--- config.mk ---
export PLATFORM = sky130hd
export DESIGN_NAME = nh2p_front
export DESIGN_NICKNAME = d
export VERILOG_FILES = /design/src/rtl/nh2p_pkg.sv /design/src/rtl/nh2p_front.sv
export SDC_FILE = /design/constraint.sdc
export NUM_CORES = 2
export LEC_CHECK = 0
export BUFFER_PORTS_ARGS = -buffer_cell sky130_fd_sc_hd__buf_2
export CAP_MARGIN = 10
export CORE_AREA = 2 2 379 569
export CTS_CLUSTER_DIAMETER = 30
export DETAILED_ROUTE_END_ITERATION = 10
export DIE_AREA = 0 0 381 571
export GPL_ROUTABILITY_DRIVEN = 0
export GPL_TIMING_DRIVEN = 0
export PLACE_DENSITY = 0.61
export REMOVE_ABC_BUFFERS = 1
export SKIP_CTS_REPAIR_TIMING = 1
export SYNTH_ARGS = -nofsm -noshare
export SYNTH_HDL_FRONTEND = slang
export SYNTH_SLANG_ARGS = --single-unit
--- constraint.sdc ---
create_clock -name clk -period 4.6 [get_ports clk]
set_clock_uncertainty 0.05 [all_clocks]
set_input_delay 0.92 -clock clk [delete_from_list [all_inputs] [get_ports clk]]
set_output_delay 0.92 -clock clk [all_outputs]
set_load 0.005 [all_outputs]
--- src/rtl/nh2p_pkg.sv ---
// shared types, constants and helpers of the 2d histogram peak block
package nh2p_pkg;

	localparam int NBINS      = 32;
	localparam int BIN_W      = $clog2(NBINS);
	localparam int EDGE_DEPTH = NBINS + 1;
	localparam int SLOT_W     = 6;
	localparam int COORD_W    = 24;
	localparam int CNT_W      = 15;
	localparam int ADDR_W     = 2 * BIN_W;
	localparam int RAM_DEPTH  = NBINS * NBINS;
	localparam int Q_DEPTH    = 4;
	localparam int QPTR_W     = $clog2(Q_DEPTH);
	localparam int QCNT_W     = QPTR_W + 1;

	localparam logic [CNT_W-1:0]  CNT_CAP    = '1;
	localparam logic [SLOT_W-1:0] USED_RESET = SLOT_W'(EDGE_DEPTH);

	// item kinds
	localparam logic [2:0] K_WR_X   = 3'd0;
	localparam logic [2:0] K_WR_Y   = 3'd1;
	localparam logic [2:0] K_SAMPLE = 3'd2;
	localparam logic [2:0] K_READ   = 3'd3;
	localparam logic [2:0] K_PEAK   = 3'd4;
	localparam logic [2:0] K_CLEAR  = 3'd5;

	// register indexes
	localparam logic REG_X_USED = 1'b0;
	localparam logic REG_Y_USED = 1'b1;

	// back end operations
	localparam logic [2:0] OP_ZERO   = 3'd0;
	localparam logic [2:0] OP_SAMPLE = 3'd1;
	localparam logic [2:0] OP_READ   = 3'd2;
	localparam logic [2:0] OP_PEAK   = 3'd3;
	localparam logic [2:0] OP_CLEAR  = 3'd4;

	typedef struct packed {
		logic [2:0]       op;
		logic             ok;
		logic [BIN_W-1:0] col;
		logic [BIN_W-1:0] row;
	} qent_t;

	// bins on an axis from the used edge count
	function automatic logic [SLOT_W-1:0] bins_of(input logic [SLOT_W-1:0] used);
		logic [SLOT_W-1:0] u;
		u = (used > USED_RESET) ? USED_RESET : used;
		return (u < SLOT_W'(2)) ? '0 : u - SLOT_W'(1);
	endfunction

endpackage

--- src/rtl/nh2p_front.sv ---
// front end: edge tables, parallel bin location, item classification
module nh2p_front import nh2p_pkg::*; (
	input  logic                      clk,
	input  logic                      arst_n,
	input  logic                      take,
	input  logic [2:0]                kind,
	input  logic [SLOT_W-1:0]         edge_slot,
	input  logic signed [COORD_W-1:0] edge_value,
	input  logic signed [COORD_W-1:0] sample_x,
	input  logic signed [COORD_W-1:0] sample_y,
	input  logic [BIN_W-1:0]          read_col,
	input  logic [BIN_W-1:0]          read_row,
	input  logic [SLOT_W-1:0]         nx,
	input  logic [SLOT_W-1:0]         ny,
	output logic                      push,
	output qent_t                     entry,
	output logic [1:0]                pend
);
	logic                      v_s1, v_s2;
	logic [2:0]                kind_s1, kind_s2;
	logic [SLOT_W-1:0]         slot_s1;
	logic signed [COORD_W-1:0] ev_s1, sx_s1, sy_s1;
	logic [BIN_W-1:0]          rc_s1, rr_s1, rc_s2, rr_s2;
	logic                      rok_s2;
	logic [NBINS-1:0]          xm_s2, ym_s2;
	logic                      xlast_s2, ylast_s2;

	logic signed [COORD_W-1:0] xtab_q [0:EDGE_DEPTH-1];
	logic signed [COORD_W-1:0] ytab_q [0:EDGE_DEPTH-1];

	logic [EDGE_DEPTH-1:0] xlt, ylt, xeq, yeq;
	logic [NBINS-1:0]      xm, ym;
	logic [BIN_W-1:0]      xloc, yloc, xfirst, yfirst;
	logic                  xfound, yfound;

	function automatic logic [BIN_W-1:0] first_set(input logic [NBINS-1:0] m);
		logic [BIN_W-1:0] r;
		r = '0;
		for (int k = NBINS - 1; k >= 0; k--) begin
			if (m[k]) r = BIN_W'(k);
		end
		return r;
	endfunction

	assign pend = 2'(v_s1) + 2'(v_s2);

	// edge writes leave from s1, so later samples see them
	always_ff @(posedge clk) begin
		for (int k = 0; k < EDGE_DEPTH; k++) begin
			if (v_s1 && slot_s1 == SLOT_W'(k)) begin
				if (kind_s1 == K_WR_X) xtab_q[k] <= ev_s1;
				if (kind_s1 == K_WR_Y) ytab_q[k] <= ev_s1;
			end
		end
	end

	// one compare lane per edge
	always_comb begin
		for (int k = 0; k < EDGE_DEPTH; k++) begin
			xlt[k] = sx_s1 < xtab_q[k];
			ylt[k] = sy_s1 < ytab_q[k];
			xeq[k] = sx_s1 == xtab_q[k];
			yeq[k] = sy_s1 == ytab_q[k];
		end
		for (int k = 0; k < NBINS; k++) begin
			xm[k] = xlt[k+1] & ~xlt[k] & (SLOT_W'(k) < nx);
			ym[k] = ylt[k+1] & ~ylt[k] & (SLOT_W'(k) < ny);
		end
	end

	always_ff @(posedge clk or negedge arst_n) begin
		if (!arst_n) begin
			v_s1 <= 1'b0;
			v_s2 <= 1'b0;
		end else begin
			v_s1 <= take;
			v_s2 <= v_s1;
		end
	end

	always_ff @(posedge clk) begin
		if (take) begin
			kind_s1 <= kind;
			slot_s1 <= edge_slot;
			ev_s1   <= edge_value;
			sx_s1   <= sample_x;
			sy_s1   <= sample_y;
			rc_s1   <= read_col;
			rr_s1   <= read_row;
		end
		kind_s2  <= kind_s1;
		rc_s2    <= rc_s1;
		rr_s2    <= rr_s1;
		rok_s2   <= ({1'b0, rc_s1} < nx) && ({1'b0, rr_s1} < ny);
		xm_s2    <= xm;
		ym_s2    <= ym;
		xlast_s2 <= (nx != '0) && xeq[nx];
		ylast_s2 <= (ny != '0) && yeq[ny];
	end

	// last edge overrides any earlier matching bin
	always_comb begin
		xfirst = first_set(xm_s2);
		yfirst = first_set(ym_s2);
		xloc   = xlast_s2 ? BIN_W'(nx - SLOT_W'(1)) : xfirst;
		yloc   = ylast_s2 ? BIN_W'(ny - SLOT_W'(1)) : yfirst;
		xfound = xlast_s2 | (|xm_s2);
		yfound = ylast_s2 | (|ym_s2);
	end

	always_comb begin
		push      = v_s2;
		entry.op  = OP_ZERO;
		entry.ok  = 1'b0;
		entry.col = '0;
		entry.row = '0;
		case (kind_s2)
			K_SAMPLE: begin
				entry.op  = OP_SAMPLE;
				entry.ok  = xfound & yfound;
				entry.col = xloc;
				entry.row = yloc;
			end
			K_READ: begin
				entry.op  = OP_READ;
				entry.ok  = rok_s2;
				entry.col = rc_s2;
				entry.row = rr_s2;
			end
			K_PEAK:  entry.op = OP_PEAK;
			K_CLEAR: entry.op = OP_CLEAR;
			default: entry.op = OP_ZERO;
		endcase
	end
endmodule

* After elaboration in Yosys (flattened, before gate mapping)
Memory sizes are Yosys's and may differ from the RTL's. Index checks and enable logic that the tools add are counted.
Storage, ports and cells: input port bits 106, memories 2, bits in writable memories 1584, register bits 173, output and inout bits 17, word-level logic and storage cells 958
Cells by class: muxes and demuxes 398, $lt $le $gt $ge 134, add/subtract/negate cells 3, bitwise gates (word level) 195, reduce and logical (&&, ||, !) cells 106, eq/ne operators 103
Memory list:
- xtab_q | depth 33, bits a word 24, read ports 33, clocked after Yosys merged registers in 0, wr ports 1, RTL line nh2p_front.sv:28 | logic signed [COORD_W-1:0] xtab_q [0:EDGE_DEPTH-1];
- ytab_q | depth 33, bits a word 24, read ports 33, clocked after Yosys merged registers in 0, wr ports 1, RTL line nh2p_front.sv:29 | logic signed [COORD_W-1:0] ytab_q [0:EDGE_DEPTH-1];
Operators with widths (number):
- $eq A24 B24 Y1 | 66
- $lt A24 B24 Y1 | 66
- $mux W24 | 64
- $reduce_or A24 Y1 | 64
- $mux W6 | 64
- $mux W5 | 66
- $mux W1 | 200
- $lt A5 B6 Y1 const A | 32
- $and A1 B1 Y1 | 129
- $eq A6 B5 Y1 const B | 16
- $lt A4 B6 Y1 const A | 16
- $not A1 Y1 | 64
- $reduce_or A32 Y1 | 2
- $eq A6 B4 Y1 const B | 8
- $lt A3 B6 Y1 const A | 8
- $logic_and A1 B1 Y1 | 36
- $eq A6 B3 Y1 const B | 4
- $lt A1 B6 Y1 const A | 4
- $lt A2 B6 Y1 const A | 4
- $pmux W11 S2 | 1
- $lt A6 B7 Y1 const B | 2
- $bmux W1 S6 | 2
- $eq A6 B2 Y1 const B | 2
- $lt A5 B6 Y1 | 2
- other kinds (12) | 17

* Depth between registers and ports, before layout
depth in word-level cells 37, mapped depth 10, depth with buffers taken out 10

* Worst setup path before layout
No wires, ideal clock.
path type register -> register, start reg slot_s1[3], end mem xtab_q[32][0], in the netlist xtab_q[0][768], enable pin, path buffers 0, path slack 737 ps, data arrival time 3347 ps, clock period less this slack 3863 ps, setup time 466 ps, required time 4084 ps, cell stages (with the launch flop) 5, cells stage by stage edfxtp_1 -> nor2_1 -> nand2_1 -> nor2_1 -> nor4bb_1
Between the ends: cells in the longest elaborated chain, start to end 37, elaborated cells on any way between the ends 228, classes of those cells 32 x eq/ne; 130 x mux; 66 x reduce/logical
RTL lines:
- start, declared | RTL line nh2p_front.sv:21 | logic [SLOT_W-1:0] slot_s1;
- start signal, assigned | RTL line nh2p_front.sv:84 | slot_s1 <= edge_slot;
- $eq A6 B1 Y1 | RTL line nh2p_front.sv:50 | if (v_s1 && slot_s1 == SLOT_W'(k)) begin
- $logic_and A1 B1 Y1 | RTL line nh2p_front.sv:50
- $mux W1 | RTL line nh2p_front.sv:50
- $mux W1 (not written as such) | RTL line nh2p_front.sv:51 | if (kind_s1 == K_WR_X) xtab_q[k] <= ev_s1;
- $reduce_or A24 Y1 (no source line)
- $mux W6 (no source line) / $mux W1 (equally long branches) (32 in series)
- end, declared | RTL line nh2p_front.sv:28
Parallel ways exist; a longest one is shown, timed or not.

==> reports/metrics.yaml <==
criticalPathCategory: "in2out"
relSlewSlack_pct: 10.8
layout-drive-gt1-share_pct: 13.7
fp.dieW_um: 381
initial_utilization_pct: 44.8
portBuffers: 122
status: "complete, no violations"
vias: 67900
ioPinCount: 123
cap_violations: 0
utilization_pct: 57.0
synth_top_cell_by_area: "edfxtp_1"
layout_min_cycle_time_ns: 4.57
drt-wirelength-per-cell_um: 25.6
reg2reg_from: "sy_s1[5]$_DFFE_PP_"
ctsLongestPathBuffers: 4
max-vdd-ir-drop_mv: 0.381
synth_area_per_cell_sq_um: 12.0
grt_pass1_wl_um: 439000
synthArstFlopShare_pct: 0.114
fill_cells: 17000
syn_inst: 7948
hp-class: "in2reg"
p_leak_uw: 0.0536
place_area_sq_um: 108000
cts-htree-levels: 5
ys_seq_area_share_pct: 54.5
clock_latency_ns: 0.95
core_sq_um: 213000
grt_overflow: 0
finalNetCount: 10500
fin_crit_sh_pct: 99.4
grt_util_all_layers_pct: 27.8
start_kind: "input port"
row_count: 208
drt_iter0_markers: 5159
powerDensity_nw_per_um2: 419
grt_max_degree: 52
cts_sinks: 1757
postRouteAntennaNets: 0
routed_wirelength_um: 306000
reg2reg_slack_ns: 0.22
rsz0062_at_grt: "false"
setup_violations: 0
holdPathStages: 1
max_freq_mhz: 219
syn2layout_area_growth_pct: 27.3
numCtsBuffers: 384
ys_types: 89
worstPathRequired_ns: 3.63
clk_pin_slew_ns: 0.05
synth_top_area_share_pct: 52.8
die_y_um: 571
r2r_cells: 12
tightest_slew_ns: 1.34
ys_ff_latch: 1757
ys_top_cells_by_area: "edfxtp_1 53%, ha_1 21%, inv_1 6.2%"
post-route-drc-count: 0
hp-start: "read_col[0]"
routed_via_density: 5.69
final_area_sq_um: 121000
hold_violations: 0
synthFlopType: "edfxtp_1"
grt_pass1_vias: 68800
dieArea_sq_um: 218000
cts_tree: "built"
cp-end-kind: "output pin"
holdPathEnd: "rc_s1[0]$_DFFE_PP_"
seq_area_sq_um: 51900
rr_endpoint: "ym_s2[18]$_DFF_P_"
cts-root-buf: "clkbuf_16"
dr.pass1.iters: 6
slew_viol_final: 0
dp_hpwl_um: 225000
path_max_fanout: 19
antenna_found_initial: 13
synth_warnings: 0
synth_edf_count: 1675
synth_area_sq_um: 95300
multi_input_area_sq_um: 37600
worst_ep_arrival_time_ns: 3.60
[state kept, by name, summed over array words and instances, names as in the netlist, 3 cells and up]
| signal | cells |
|---|---|
| rc_s1 | 5 |
| ym_s2 | 32 |
| sy_s1 | 24 |
| ytab_q | 792 |
| kind_s2 | 3 |
| rr_s2 | 5 |
| kind_s1 | 3 |
| sx_s1 | 24 |
| rr_s1 | 5 |
| rc_s2 | 5 |
| xm_s2 | 32 |
| slot_s1 | 6 |
| xtab_q | 792 |
| ev_s1 | 24 |
[cells in the final DEF (no fill, tap or decap), types with 76 or more instances in the layout]
master | Yosys | final
o21a_1 | 76 | 76
nor3_1 | 174 | 174
o21ai_0 | 283 | 283
a21oi_1 | 450 | 450
nand3_1 | 95 | 94
a21o_1 | 256 | 256
buf_16 | 0 | 273
edfxtp_1 | 1675 | 1675
dfxtp_1 | 80 | 80
nand2_1 | 238 | 238
inv_1 | 1566 | 1562
buf_8 | 0 | 79
nor2b_1 | 167 | 167
buf_2 | 4 | 121
nor2_1 | 365 | 300
ha_1 | 1597 | 1597
nand4_1 | 297 | 297
clkbuf_16 | 0 | 391
[how the worst max path moves through the flow]
stage                         start                  endpoint  slack [ns]
6_report                      ny[0]                  entry[4]        0.03
5_1_grt          kind_s2[0]$_DFF_P_                  entry[5]       0.004
4_1_cts                       nx[0]                  entry[9]       -0.64
3_5_place_dp                  nx[0]                  entry[9]       -0.62
3_3_place_gp    sx_s1[23]$_DFFE_PP_          xlast_s2$_DFF_P_       -1.34
2_1_floorplan  slot_s1[3]$_DFFE_PP_  xtab_q[0][768]$_DFFE_PP_        0.74
[cell families (layout without fill, tap and decap cells)]
kind of cell | count (synthesis) | after routing | share of synthesized area (%)
flops | 1757 | 1757 | 54.5
compound gates | 1348 | 1348 | 8.85
other cells | 0 | 8 | 0
fa+ha+maj | 1597 | 1597 | 21.0
xor+xnor | 5 | 5 | 0.0459
buf+inv | 1604 | 2755 | 6.32
mux | 51 | 51 | 0.592
simple gates | 1586 | 1586 | 8.75
[layout make-up]
type,instances,share of cell area [%]
Sequential cell,1757,42.8
Clock buffer,434,8.22
Antenna cell,8,0.0165
Inverter,1570,4.86
Tap cell,2835,2.92
Clock inverter,258,2.36
Timing Repair Buffer,493,7.85
Multi-Input combinational cell,4587,31.0
[routing by layer]
metal | GRT usage (%) | part of all wire (%) | wire (um) | vias up
met5 | 0 | 0.027 | 83 | -
met4 | 17.6 | 7.0 | 21300 | 12
met3 | 4.85 | 6.7 | 20600 | 957
met2 | 47.5 | 49 | 149000 | 2768
met1 | 32.3 | 38 | 116000 | 33400
li1 | - | - | - | 30800
[cells in the mapped netlist (all sizes together), types with 80 or more instances]
cell    count
dfxtp      80
inv      1567
nand3      95
nor2b     167
a21o      256
edfxtp   1675
nand4     297
a21oi     450
nand2     238
o21ai     295
ha       1597
nor2      365
nor3      176
[through the flow]
stage | hold WS (ns) | std cells | total power (uW) | setup TNS [ns] | worst slack (ns)
floorplan | 0.293 | 7914 | 20500 | 0 | 0.737
detailed placement | 0.357 | 11200 | 23800 | -1.84 | -0.620
global route | 0.0546 | 11900 | 52300 | 0 | 0.00382
CTS | -0.337 | 11900 | 51000 | -1.64 | -0.642
finish | 0.0922 | 11900 | 50900 | 0 | 0.0270
global placement | 0.347 | 10900 | 22500 | -606.38 | -1.34
[power by group]
group	switching, uW	leakage, uW	internal, uW	total [uW]
sequential	404	0.0158	17800	18200
combinational	3150	0.0316	2250	5400
clock	8990	0.00621	18200	27200
[worst max-delay path: stages]
cell	delay (ns)
clkbuf_4	0.38
inv_2	0.78
ha_1	0.47
nand2_1	0.14
xnor2_1	0.15
a211oi_1	0.47
a21o_1	0.14
buf_2	0.11
Note: power is estimated with default switching activity, not from simulation.
