==> src/rtl/nh2p_pkg.sv <==
// shared types, constants and helpers of the 2d histogram peak block
package nh2p_pkg;

	localparam int NBINS      = 32;
	localparam int BIN_W      = $clog2(NBINS);
	localparam int EDGE_DEPTH = NBINS + 1;
	localparam int SLOT_W     = 6;
	localparam int COORD_W    = 24;
	localparam int CNT_W      = 15;
	localparam int ADDR_W     = 2 * BIN_W;
	localparam int RAM_DEPTH  = NBINS * NBINS;
	localparam int Q_DEPTH    = 4;
	localparam int QPTR_W     = $clog2(Q_DEPTH);
	localparam int QCNT_W     = QPTR_W + 1;

	localparam logic [CNT_W-1:0]  CNT_CAP    = '1;
	localparam logic [SLOT_W-1:0] USED_RESET = SLOT_W'(EDGE_DEPTH);

	// item kinds
	localparam logic [2:0] K_WR_X   = 3'd0;
	localparam logic [2:0] K_WR_Y   = 3'd1;
	localparam logic [2:0] K_SAMPLE = 3'd2;
	localparam logic [2:0] K_READ   = 3'd3;
	localparam logic [2:0] K_PEAK   = 3'd4;
	localparam logic [2:0] K_CLEAR  = 3'd5;

	// register indexes
	localparam logic REG_X_USED = 1'b0;
	localparam logic REG_Y_USED = 1'b1;

	// back end operations
	localparam logic [2:0] OP_ZERO   = 3'd0;
	localparam logic [2:0] OP_SAMPLE = 3'd1;
	localparam logic [2:0] OP_READ   = 3'd2;
	localparam logic [2:0] OP_PEAK   = 3'd3;
	localparam logic [2:0] OP_CLEAR  = 3'd4;

	typedef struct packed {
		logic [2:0]       op;
		logic             ok;
		logic [BIN_W-1:0] col;
		logic [BIN_W-1:0] row;
	} qent_t;

	// bins on an axis from the used edge count
	function automatic logic [SLOT_W-1:0] bins_of(input logic [SLOT_W-1:0] used);
		logic [SLOT_W-1:0] u;
		u = (used > USED_RESET) ? USED_RESET : used;
		return (u < SLOT_W'(2)) ? '0 : u - SLOT_W'(1);
	endfunction

endpackage

==> src/rtl/nh2p_queue.sv <==
// small fifo between the classifying front end and the back end
module nh2p_queue import nh2p_pkg::*; (
	input  logic              clk,
	input  logic              arst_n,
	input  logic              push,
	input  qent_t             din,
	input  logic              pop,
	output qent_t             head,
	output logic [QCNT_W-1:0] count
);
	qent_t             slot_q [0:Q_DEPTH-1];
	logic [QPTR_W-1:0] wr_q;
	logic [QPTR_W-1:0] rd_q;

	assign head = slot_q[rd_q];

	always_ff @(posedge clk) begin
		if (push) begin
			slot_q[wr_q] <= din;
		end
	end

	always_ff @(posedge clk or negedge arst_n) begin
		if (!arst_n) begin
			wr_q  <= '0;
			rd_q  <= '0;
			count <= '0;
		end else begin
			if (push) begin
				wr_q <= wr_q + QPTR_W'(1);
			end
			if (pop) begin
				rd_q <= rd_q + QPTR_W'(1);
			end
			count <= count + QCNT_W'(push) - QCNT_W'(pop);
		end
	end
endmodule

==> config.mk <==
export PLATFORM = sky130hd
export DESIGN_NAME = nh2p_queue
export DESIGN_NICKNAME = d
export VERILOG_FILES = /design/src/rtl/nh2p_pkg.sv /design/src/rtl/nh2p_queue.sv
export SDC_FILE = /design/constraint.sdc
export NUM_CORES = 1
export LEC_CHECK = 0
export ABC_CLOCK_PERIOD_IN_PS = 3400
export BUFFER_PORTS_ARGS = -buffer_cell sky130_fd_sc_hd__buf_2
export CAP_MARGIN = 20
export CORE_MARGIN = 2
export CORE_UTILIZATION = 30
export CTS_BUF_LIST = sky130_fd_sc_hd__clkbuf_4 sky130_fd_sc_hd__clkbuf_8 sky130_fd_sc_hd__clkbuf_16
export DETAILED_ROUTE_END_ITERATION = 16
export PLACE_DENSITY = 0.5
export SYNTH_ARGS = -nofsm -noshare
export SYNTH_HDL_FRONTEND = slang
export SYNTH_SLANG_ARGS = --single-unit
==> constraint.sdc <==
create_clock -name clk -period 3.4 [get_ports clk]
set_input_delay 0.51 -clock clk [delete_from_list [all_inputs] [get_ports clk]]
set_output_delay 0.51 -clock clk [all_outputs]
set_load 0.03 [all_outputs]
After elaboration in Yosys (flattened, before gate mapping)
Memory sizes are Yosys's and may differ from the RTL's.
Cells that the tools add are included.
{ "word_totals": {"reg_bits": 7, "ramBits": 56, "elab_cells": 10, "mem_count": 1} }
{ "mem_list": {"columns": ["name", "depth", "word_bits", "rd", "rd_ports_with_merged_regs", "write_ports", "line_no", "source"], "rows": [
  ["slot_q", 4, 14, 1, 0, 1, "nh2p_queue.sv:11", "qent_t slot_q [0:Q_DEPTH-1];"]
]} }
{ "op_classes": {"add_sub_neg": 4, "n_mux": 2} }
{ "ops": {"columns": ["cell", "count"], "rows": [
  ["$add 2x1->2 const B", 2],
  ["$add 3x1->3", 1],
  ["$sub 3x1->3", 1],
  ["$mux 1", 2]
]} }

Depth between registers and ports, before layout
Gate-level depths: netlist of run 1.
{ "logic_depth": {"depth_word": 2, "ltp_mapped": 7, "ltp_nobuf": 7} }

Worst setup path after synthesis of run 1
No wires, ideal clock.
{ "synth_path": {"path_kind": "reg-to-reg", "from": "reg count[0]", "to": "reg count[2]", "setup_ns": 0.080, "arrival_time_ns": 1.712, "t_required_ns": 3.320, "path_slack_ns": 1.608, "stages_incl_launch_ff": 8, "cell_sequence": "dfrtp_1 > inv_1 > ha_1 > inv_1 > ha_1 > fa_1 > xnor2_1 > xnor2_1"} }
{ "synth_via": {"elab_chain_len": 2} }
{ "synth_rtl": {"columns": ["item", "line_no", "source"], "rows": [
  ["start: declaration", "nh2p_queue.sv:9", "output logic [QCNT_W-1:0] count"],
  ["start signal: assignment", "nh2p_queue.sv:35", "count <= count + QCNT_W'(push) - QCNT_W'(pop);"],
  ["$add 3x1->3", "nh2p_queue.sv:35", null],
  ["$sub 3x1->3", "nh2p_queue.sv:35", null]
]} }
No other way between the ends.
A chain may end at the register's enable or synchronous reset.

==> results of run 1 <==
[worst min-delay path by stage]
stage | startpoint | endpoint | slack (ns) | cells after the start
2_1_floorplan | arst_n | count[0]$_DFF_PN0_ | 0.21 | 0
4_1_cts | din[5] | slot_q[3][5]$_DFFE_PP_ | 0.38 | 1
3_3_place_gp | arst_n | count[0]$_DFF_PN0_ | 0.35 | 1
6_report | din[8] | slot_q[3][8]$_DFFE_PP_ | 0.39 | 1
3_5_place_dp | arst_n | count[0]$_DFF_PN0_ | 0.36 | 1
5_1_grt | din[7] | slot_q[2][7]$_DFFE_PP_ | 0.38 | 1
[cell usage after synthesis, drive strengths merged]
cell type / number / share of area, %
buf: 3 / 1.5
mux4: 14 / 14
o21ai: 1 / 0.21
ha: 6 / 3.1
dfrtp: 7 / 7.2
nand2: 2 / 0.31
edfxtp: 56 / 69
xor2: 2 / 0.72
inv: 6 / 0.93
fa: 1 / 0.82
xnor2: 3 / 1.1
and2: 4 / 1.0
[kinds of logic (layout without fill, tap and decap cells)]
logic type,count (synthesis),after routing,share of synthesized area (%)
fa+ha+maj,7,7,3.91
compound gates,1,1,0.206
simple gates,6,6,1.34
buf+inv,9,57,2.42
flops,63,63,76.4
xor+xnor,5,5,1.80
mux,14,14,13.9
[area by class of cell]
class,count,area (um2),share of cell area [%]
clock buffer,9,124,4.22
clock inverter,7,111,3.79
inverter,6,22.5,0.767
multi-input combinational,33,514,17.5
sequential,63,1860,63.2
tap,102,128,4.35
timing repair buffer,35,180,6.14
[per-stage QoR]
stage,cells,util [%]
after global placement,238,34.6
after detailed placement,238,34.6
after floorplan,105,-
final,255,37.8
after CTS,255,37.8
after global routing,255,37.8
[cell usage in the layout, fill, tap and decap left out, drive strengths merged, types with 2 or more instances in the layout]
| cell type | instances |
|---|---|
| and2 | 4 |
| buf | 34 |
| bufinv | 3 |
| clkbuf | 9 |
| clkinv | 4 |
| dfrtp | 7 |
| edfxtp | 56 |
| ha | 6 |
| inv | 6 |
| mux4 | 14 |
| nand2 | 2 |
| xnor2 | 3 |
| xor2 | 2 |
[registers in the layout, indices dropped and copies added, names as in the netlist]
register,cells
wr_q,2
rd_q,2
count,3
slot_q,56
[power groups by stage]
stage	logic, mW	clock network [mW]	registers [mW]
2_1_floorplan	0.676	0	1.12
3_3_place_gp	0.815	0	1.18
3_5_place_dp	0.824	0	1.19
4_1_cts	0.823	0.774	1.18
5_1_grt	0.864	0.810	1.19
6_report	0.800	0.760	1.16
[layer usage]
metal	vias up	share of wire [%]	global-route usage, %
li1	507	-	-
met1	572	42	12.2
met2	32	50	16.3
met3	6	6.6	5.06
met4	0	0.86	3.26
met5	-	0	0
[repair_timing]
action / CTS / global route
endpoints found under the setup margin: 0 / 0
endpoints found under the hold margin: 3 / 0
hold buffers: 1 / 0
==> results.sh, run 1 <==
export IMPL_gp_congestion=0.612
export IMPL_dpl_cell_area_um2=2690
export IMPL_root_buffer="clkbuf_8"
export IMPL_cp_data_arrival_time_ns=2.12
export IMPL_path_cells="mux4_1, buf_2"
export IMPL_die_h_um=94.0
export IMPL_die_w_um=94.0
export IMPL_finalCritPeriodShare_pct=77.3
export IMPL_drc_errors=0
export IMPL_clockPowerShare_pct=27.9
export IMPL_dieArea_um2=8840
export IMPL_ir_drop_mv=0.500
export IMPL_swShare_pct=32.8
export IMPL_cts_max_level=3
export IMPL_cp_depth=2
export IMPL_dp_slack_ns=1.02
export IMPL_fmax_mhz=380
export IMPL_avgSynthCellArea_um2=23.1
export IMPL_ant_nets=0
export IMPL_dp_hpwl_um=2570
export IMPL_cts_buffers=9
export IMPL_clock_sinks=63
export IMPL_crit_family="flip-flops"
export IMPL_cts_resized=0
export IMPL_cp_slowest_cell="dfrtp_1"
export IMPL_fin_ws_ns=0.771
export IMPL_timing_hold_ws_ns=0.388
export IMPL_antenna_found_initial=0
export IMPL_synth_seq_area_share_pct=76.4
export IMPL_p_total_mw=2.72
export IMPL_period_minus_slack_ns=2.63
export IMPL_core_area_um2=7770
export IMPL_port_buffers=34
export IMPL_clkLatencyLatePin_ns=0.33
export IMPL_worstReg2RegStart="wr_q[0]$_DFFE_PN0P_"
export IMPL_syn_nets=130
export IMPL_grt_usage_pct=10.3
export IMPL_drt_total_wl_um=3940
export IMPL_crit_type="register to output pin"
export IMPL_ios=35
export IMPL_synth_cell_types=15
export IMPL_crit_path_start="rd_q[0]$_DFFE_PN0P_"
export IMPL_netlist_instances=105
export IMPL_p_switching_uw=892
export IMPL_cts_tree="yes"
export IMPL_drt_pass1_iter_count=4
export IMPL_rr_worst_depth=3
export IMPL_num_vias=1117
export IMPL_status="finished clean"
export IMPL_drive_gt1_share_pct=36.6
export IMPL_maxCapViolCount=0
export IMPL_nNetsFinal=173
export IMPL_final_hold_viol_count=0
export IMPL_power_frac_seq_pct=42.7
export IMPL_cts_setup_buffers=0
export IMPL_crit_path_end_kind="output pin"
export IMPL_fin_tns_setup_ns=0
export IMPL_fillerInstances=745
export IMPL_worstMarginPinSlew_ns=0.905
export IMPL_critPathLaunchType="register"
export IMPL_initial_core_util_pct=31.3
export IMPL_crit_fanout=16
export IMPL_yosysWarnings=0
export IMPL_worstPathRequired_ns=2.89
export IMPL_vias_per_cell=4.38
export IMPL_slowest_delay_ns=0.93
export IMPL_clk_pin_slew_ns=0.07
export IMPL_hp_class="input port to register"
export IMPL_area_delta_synth_final_pct=20.9
export IMPL_grt_ovfl_total=0
export IMPL_grt_pass1_vias=1238
export IMPL_rrSetupSlack_ns=1.75
export IMPL_synth_area_um2=2430
export IMPL_design_area_um2=2940
export IMPL_cts_buffer_depth=2
export IMPL_timing_critical_path_to="head[1]"
export IMPL_skew_ns=0.00721
export IMPL_r2r_end="slot_q[2][1]$_DFFE_PP_"
export IMPL_synth_seq_cells=63
export IMPL_p_leak_nw=1.08
export IMPL_rows=32
export IMPL_grt_first_pass_wirelength_um=6440
export IMPL_combPwrFrac_pct=29.4
export IMPL_antenna_cells=0
export IMPL_setup_violations_final=0
export IMPL_first_iter_violations=32
export IMPL_rsz0062_at_grt="false"
export IMPL_detail_route_wl_per_cell_um=15.5
export IMPL_grt_max_degree=17
export IMPL_path_buf_inv=1
export IMPL_maxSlewViolCount=0
export IMPL_max_slew_margin_rel_pct=39.6
export IMPL_p_int_mw=1.83
export IMPL_pwr_density_cell_nw_per_um2=927
(Power assumes the default switching activity.)
==> inputs of run 2 (changes only) <==
--- a/config.mk
+++ b/config.mk
@@ -5,7 +5,8 @@
 export SDC_FILE = /design/constraint.sdc
 export NUM_CORES = 1
 export LEC_CHECK = 0
-export ABC_CLOCK_PERIOD_IN_PS = 3400
+export ABC_AREA = 1
+export ABC_CLOCK_PERIOD_IN_PS = 2700
 export BUFFER_PORTS_ARGS = -buffer_cell sky130_fd_sc_hd__buf_2
 export CAP_MARGIN = 20
 export CORE_MARGIN = 2
==> constraint.sdc (replaced) <==
create_clock -name clk -period 2.7 [get_ports clk]
set_input_delay 0.405 -clock clk [delete_from_list [all_inputs] [get_ports clk]]
set_output_delay 0.405 -clock clk [all_outputs]
set_load 0.03 [all_outputs]
==> results.sh, run 2 <==
export IMPL_drt_total_wl_um=5040
export IMPL_finalCritPeriodShare_pct=74.9
export IMPL_critPathLaunchType="register"
export IMPL_cts_max_level=3
export IMPL_grt_pass1_vias=1689
export IMPL_rrSetupSlack_ns=1.11
export IMPL_grt_ovfl_total=0
export IMPL_grt_usage_pct=11.3
export IMPL_crit_type="register to output pin"
export IMPL_vias_per_cell=4.11
export IMPL_ant_nets=0
export IMPL_clkLatencyLatePin_ns=0.33
export IMPL_ff_latch_area_um2=1860
export IMPL_synthArstFlopShare_pct=11.1
export IMPL_synth_seq_cells=63
export IMPL_yosys_cell_count_top_type="nand2_1"
export IMPL_cp_data_arrival_time_ns=1.62
export IMPL_layout_common_cells="81 x nand2_1, 69 x inv_1, 56 x edfxtp_1"
export IMPL_slowest_delay_ns=0.47
export IMPL_area_delta_synth_final_pct=16.1
export IMPL_cts_tree="yes"
export IMPL_largest_register_ff_count=56
export IMPL_maxCapViolCount=0
export IMPL_pwr_density_cell_nw_per_um2=1100
export IMPL_status="finished clean"
export IMPL_root_buffer="clkbuf_8"
export IMPL_worstPathRequired_ns=2.30
export IMPL_initial_core_util_pct=31.2
export IMPL_dieArea_um2=9900
export IMPL_rows=34
export IMPL_grt_max_degree=31
export IMPL_hp_class="input port to register"
export IMPL_maxSlewViolCount=0
export IMPL_antenna_cells=0
export IMPL_final_hold_viol_count=0
export IMPL_die_w_um=99.5
export IMPL_clk_pin_slew_ns=0.06
export IMPL_grt_first_pass_wirelength_um=8240
export IMPL_synth_largest_area_cell="edfxtp_1"
export IMPL_ctsHoldBuffers=1
export IMPL_rr_worst_depth=9
export IMPL_worstMarginPinSlew_ns=0.682
export IMPL_synth_cell_types=13
export IMPL_period_minus_slack_ns=2.02
export IMPL_cts_resized=0
export IMPL_port_buffers=34
export IMPL_clock_sinks=63
export IMPL_die_h_um=99.5
export IMPL_cts_buffer_depth=2
export IMPL_syn_nets=287
export IMPL_gp_congestion=0.653
export IMPL_max_slew_margin_rel_pct=54.5
export IMPL_synth_edf_count=56
export IMPL_yosysWarnings=0
export IMPL_detail_route_wl_per_cell_um=12.2
export IMPL_skew_ns=0.00433
export IMPL_setup_violations_final=0
export IMPL_worstReg2RegStart="count[0]$_DFF_PN0_"
export IMPL_antenna_found_initial=0
export IMPL_top_register="slot_q"
export IMPL_worstHoldEndpoint="rd_q[0]$_DFFE_PN0P_"
export IMPL_synth_area_um2=2740
export IMPL_final_common_cell="nand2_1"
export IMPL_ir_drop_mv=0.551
export IMPL_first_iter_violations=49
export IMPL_cts_setup_buffers=0
export IMPL_p_total_mw=3.48
export IMPL_drt_pass1_iter_count=4
export IMPL_holdPathStages=2
export IMPL_fmax_mhz=495
export IMPL_path_cells="inv_1, nand3_1, nand2_1, buf_2"
export IMPL_fillerInstances=891
export IMPL_multi_input_area_um2=576
export IMPL_crit_fanout=15
export IMPL_synth_common_cells="81 x nand2_1, 69 x inv_1, 56 x edfxtp_1"
export IMPL_ios=35
export IMPL_fin_tns_setup_ns=0
export IMPL_r2r_end="count[2]$_DFF_PN0_"
export IMPL_hp_start="pop"
export IMPL_synthDominantCellAreaShare_pct=61.5
export IMPL_synthFlopType="edfxtp_1"
export IMPL_dp_hpwl_um=2980
export IMPL_synth_seq_area_share_pct=67.9
export IMPL_largest_registers="slot_q x56, count x3"
export IMPL_core_area_um2=8760
export IMPL_crit_path_end_kind="output pin"
export IMPL_avgSynthCellArea_um2=10.4
export IMPL_drive_gt1_share_pct=16.1
export IMPL_drc_errors=0
export IMPL_rsz0062_at_grt="false"
export IMPL_nNetsFinal=327
export IMPL_num_vias=1696
export IMPL_synthTopCellsByArea="edfxtp_1 61%, nand2_1 11%, inv_1 9.5%, dfrtp_1 6.4%, nand3_1 5.3%"
export IMPL_cp_slowest_cell="inv_1"
export IMPL_netlist_instances=262
export IMPL_p_leak_nw=1.54
export IMPL_cts_buffers=9
run 2: layout make-up:
cell class / count / area share (%)
tap: 108 / 4.25
timing repair buffer: 37 / 6.14
inverter: 70 / 8.27
sequential: 63 / 58.4
multi-input combinational: 121 / 18.1
clock inverter: 3 / 0.394
clock buffer: 11 / 4.37
run 2: critical path, delay by kind of cell (launching register included):
kind / cells / cell delay [ns]
buffers and inverters: 2 / 0.66
DFF: 1 / 0.37
and+or+nand+nor: 2 / 0.25
run 2: metal layers:
| metal | track usage, % | routed length, um | vias to the layer above |
|---|---|---|---|
| li1 | - | - | 880 |
| met1 | 13.9 | 2430 | 773 |
| met2 | 18.1 | 2280 | 34 |
| met3 | 2.74 | 212 | 9 |
| met4 | 6.95 | 119 | 0 |
| met5 | 0 | 0 | - |
run 2: cell families (layout without fill, tap and decap cells):
family          Yosys count  in the layout  share of synthesized area [%]
compound gates            1              1                          0.183
fa+ha+maj                 7              7                           3.48
simple gates            110            110                           16.4
buf+inv                  78            121                           11.1
xor+xnor                  3              3                          0.960
flops                    63             63                           67.9
run 2: worst max-delay path by stage:
stage	from	end	slack, ns	cells past startpoint
floorplan	count[0]$_DFF_PN0_	count[2]$_DFF_PN0_	0.95	9
global placement	pop	count[2]$_DFF_PN0_	0.97	9
detailed placement	pop	count[2]$_DFF_PN0_	0.94	9
CTS	rd_q[1]$_DFFE_PN0P_	head[3]	0.62	4
global route	rd_q[1]$_DFFE_PN0P_	head[3]	0.54	4
finish	rd_q[1]$_DFFE_PN0P_	head[1]	0.68	4
run 2: stage by stage:
stage / util [%] / setup WS [ns] / cells / hold WS, ns / area (um2)
after floorplan: - / 0.953 / 262 / 0.109 / 2740
after global placement: 34.4 / 0.967 / 398 / 0.250 / 3020
after detailed placement: 34.4 / 0.940 / 398 / 0.252 / 3020
after CTS: 36.3 / 0.618 / 413 / 0.264 / 3180
after global routing: 36.3 / 0.541 / 413 / 0.275 / 3180
final: 36.3 / 0.678 / 413 / 0.283 / 3180
run 2: report_power, final:
| part | switching, mW | total, mW | internal (mW) | leakage, nW |
|---|---|---|---|---|
| registers | 0.0658 | 1.36 | 1.30 | 0.597 |
| clock network | 0.317 | 0.652 | 0.335 | 0.0810 |
| logic | 1.07 | 1.47 | 0.394 | 0.864 |
| total | 1.46 | 3.48 | 2.03 | 1.54 |
==> inputs of run 3 (changes only) <==
--- a/config.mk
+++ b/config.mk
@@ -6,7 +6,7 @@
 export NUM_CORES = 1
 export LEC_CHECK = 0
 export ABC_AREA = 1
-export ABC_CLOCK_PERIOD_IN_PS = 2700
+export ABC_CLOCK_PERIOD_IN_PS = 1900
 export BUFFER_PORTS_ARGS = -buffer_cell sky130_fd_sc_hd__buf_2
 export CAP_MARGIN = 20
 export CORE_MARGIN = 2
==> constraint.sdc (replaced) <==
create_clock -name clk -period 1.9 [get_ports clk]
set_input_delay 0.285 -clock clk [delete_from_list [all_inputs] [get_ports clk]]
set_output_delay 0.285 -clock clk [all_outputs]
set_load 0.03 [all_outputs]
==> results.sh, run 3 (same netlist as run 2, synthesis figures left out) <==
export IMPL_maxSlewViolCount=0
export IMPL_fin_ws_ns=0.184
export IMPL_hp_class="input port to register"
export IMPL_dpl_cell_area_um2=3080
export IMPL_top_layer="met4"
export IMPL_rows=34
export IMPL_wl_met1_um=2380
export IMPL_root_buffer="clkbuf_8"
export IMPL_ir_drop_mv=0.617
export IMPL_crit_fanout=28
export IMPL_ios=35
export IMPL_design_area_um2=3280
export IMPL_antenna_found_initial=0
export IMPL_drt_pass1_iter_count=4
export IMPL_maxCapViolCount=0
export IMPL_p_int_mw=3.12
export IMPL_gp_congestion=0.659
export IMPL_grt_pass1_vias=1720
export IMPL_initial_core_util_pct=31.2
export IMPL_detail_route_wl_per_cell_um=12.3
export IMPL_cts_buffer_depth=2
export IMPL_swShare_pct=40.2
export IMPL_vias_per_cell=4.17
export IMPL_cts_buffers=9
export IMPL_fmax_mhz=583
export IMPL_rsz0062_at_grt="false"
export IMPL_clkLatencyLatePin_ns=0.33
export IMPL_dieArea_um2=9900
export IMPL_core_area_um2=8760
export IMPL_grt_ovfl_total=0
export IMPL_slowest_delay_ns=0.42
export IMPL_crit_path_end_kind="output pin"
export IMPL_die_h_um=99.5
export IMPL_timing_hold_ws_ns=0.165
export IMPL_cp_slowest_cell="dfrtp_1"
export IMPL_power_frac_seq_pct=37.2
export IMPL_pwr_density_cell_nw_per_um2=1590
export IMPL_max_slew_margin_rel_pct=79.4
export IMPL_p_leak_nw=1.60
export IMPL_route_met3_wl_um=292
export IMPL_combPwrFrac_pct=42.0
export IMPL_grt_first_pass_wirelength_um=8520
export IMPL_setup_violations_final=0
export IMPL_largest_register_ff_count=56
export IMPL_clock_sinks=63
export IMPL_die_w_um=99.5
export IMPL_top_register="slot_q"
export IMPL_cts_max_level=3
export IMPL_grt_usage_pct=11.4
export IMPL_path_cells="inv_4, nand2_1, nand3_1, nand2_1, buf_2"
export IMPL_largest_registers="slot_q x56, count x3"
export IMPL_cts_tree="yes"
export IMPL_first_iter_violations=88
export IMPL_grt_max_degree=29
export IMPL_nNetsFinal=336
export IMPL_critPathLaunchType="register"
export IMPL_worstMarginPinSlew_ns=0.309
export IMPL_finalCritPeriodShare_pct=90.3
export IMPL_layout_common_cells="81 x nand2_1, 69 x inv_1, 56 x edfxtp_1"
export IMPL_wl_met2_um=2470
export IMPL_p_switching_mw=2.10
export IMPL_skew_ns=0.00835
export IMPL_dp_slack_ns=0.266
export IMPL_crit_type="register to output pin"
export IMPL_cp_data_arrival_time_ns=1.43
export IMPL_period_minus_slack_ns=1.72
export IMPL_cpMostUsedCell="nand2_1"
export IMPL_drt_total_wl_um=5170
export IMPL_final_hold_viol_count=0
export IMPL_drc_errors=0
export IMPL_ant_nets=0
export IMPL_drive_gt1_share_pct=18.8
export IMPL_num_vias=1759
export IMPL_status="finished clean"
export IMPL_area_delta_synth_final_pct=19.7
export IMPL_worstPathRequired_ns=1.62
export IMPL_fin_tns_setup_ns=0
export IMPL_dp_hpwl_um=3350
export IMPL_port_buffers=34
export IMPL_clockPowerShare_pct=20.8
export IMPL_final_common_cell="nand2_1"
export IMPL_antenna_cells=0
export IMPL_clk_pin_slew_ns=0.06
[run 3: changes by cell type in the layout (fill, tap and decap cells not counted)]
cell	previous run	this run
inv_4	0	1
clkinv_2	1	0
buf_4	2	11
clkinv_1	2	1
clkbuf_4	2	3
inv_2	1	0
bufinv_16	0	1
[run 3: final timing paths]
| kind | start | endpoint | slack (ns) | cells past startpoint |
|---|---|---|---|---|
| hold / removal | pop | rd_q[0]$_DFFE_PN0P_ | 0.16 | 2 |
| max in group asynchronous | arst_n | rd_q[0]$_DFFE_PN0P_ | 1.43 | 2 |
| hold reg to reg | count[1]$_DFF_PN0_ | count[2]$_DFF_PN0_ | 0.51 | 2 |
| min in group asynchronous | arst_n | count[2]$_DFF_PN0_ | 0.31 | 2 |
| setup / recovery | rd_q[0]$_DFFE_PN0P_ | head[4] | 0.18 | 5 |
| setup reg to reg | count[0]$_DFF_PN0_ | count[2]$_DFF_PN0_ | 0.32 | 9 |
[run 3: power by group through the flow]
stage          combinational, mW  sequential, mW  clock (mW)
3_5_place_dp                2.24            1.97           0
3_3_place_gp                2.23            1.96           0
5_1_grt                     2.46            1.97        1.17
6_report                    2.19            1.94        1.08
4_1_cts                     2.25            1.94        1.11
2_1_floorplan               1.46            2.02           0
[run 3: timing repair]
action | in CTS | in global routing
setup buffers | 0 | 0
gates resized for setup | 1 | 0
hold endpoints to repair | 7 | 0
hold buffers | 1 | 0
setup endpoints to repair | 2 | 0
[run 3: final cells by class]
cell class,count,area [um2]
fill,885,5490
sequential,63,1860
multi-input combinational,121,576
inverter,70,265
timing repair buffer,46,263
clock buffer,12,146
tap,108,135
clock inverter,2,33.8
[run 3: critical path: cells and delay by family (launching register included)]
kind	cells	cell delay [ns]
buffers and inverters	2	0.44
flip-flops	1	0.42
AND/OR/NAND/NOR	3	0.24
[run 3: stage by stage]
step           std cells  utilization, %  total power [mW]
2_1_floorplan        262               -              3.48
3_3_place_gp         407            35.2              4.19
3_5_place_dp         407            35.2              4.21
4_1_cts              422            37.4              5.30
5_1_grt              422            37.4              5.60
6_report             422            37.4              5.21
[run 3: metal layers]
| layer | vias to the layer above | GRT usage [%] |
|---|---|---|
| met1 | 822 | 14.3 |
| met3 | 2 | 4.36 |
| met5 | - | 0 |
| met2 | 38 | 18.2 |
| met4 | 0 | 4.11 |
| li1 | 897 | - |
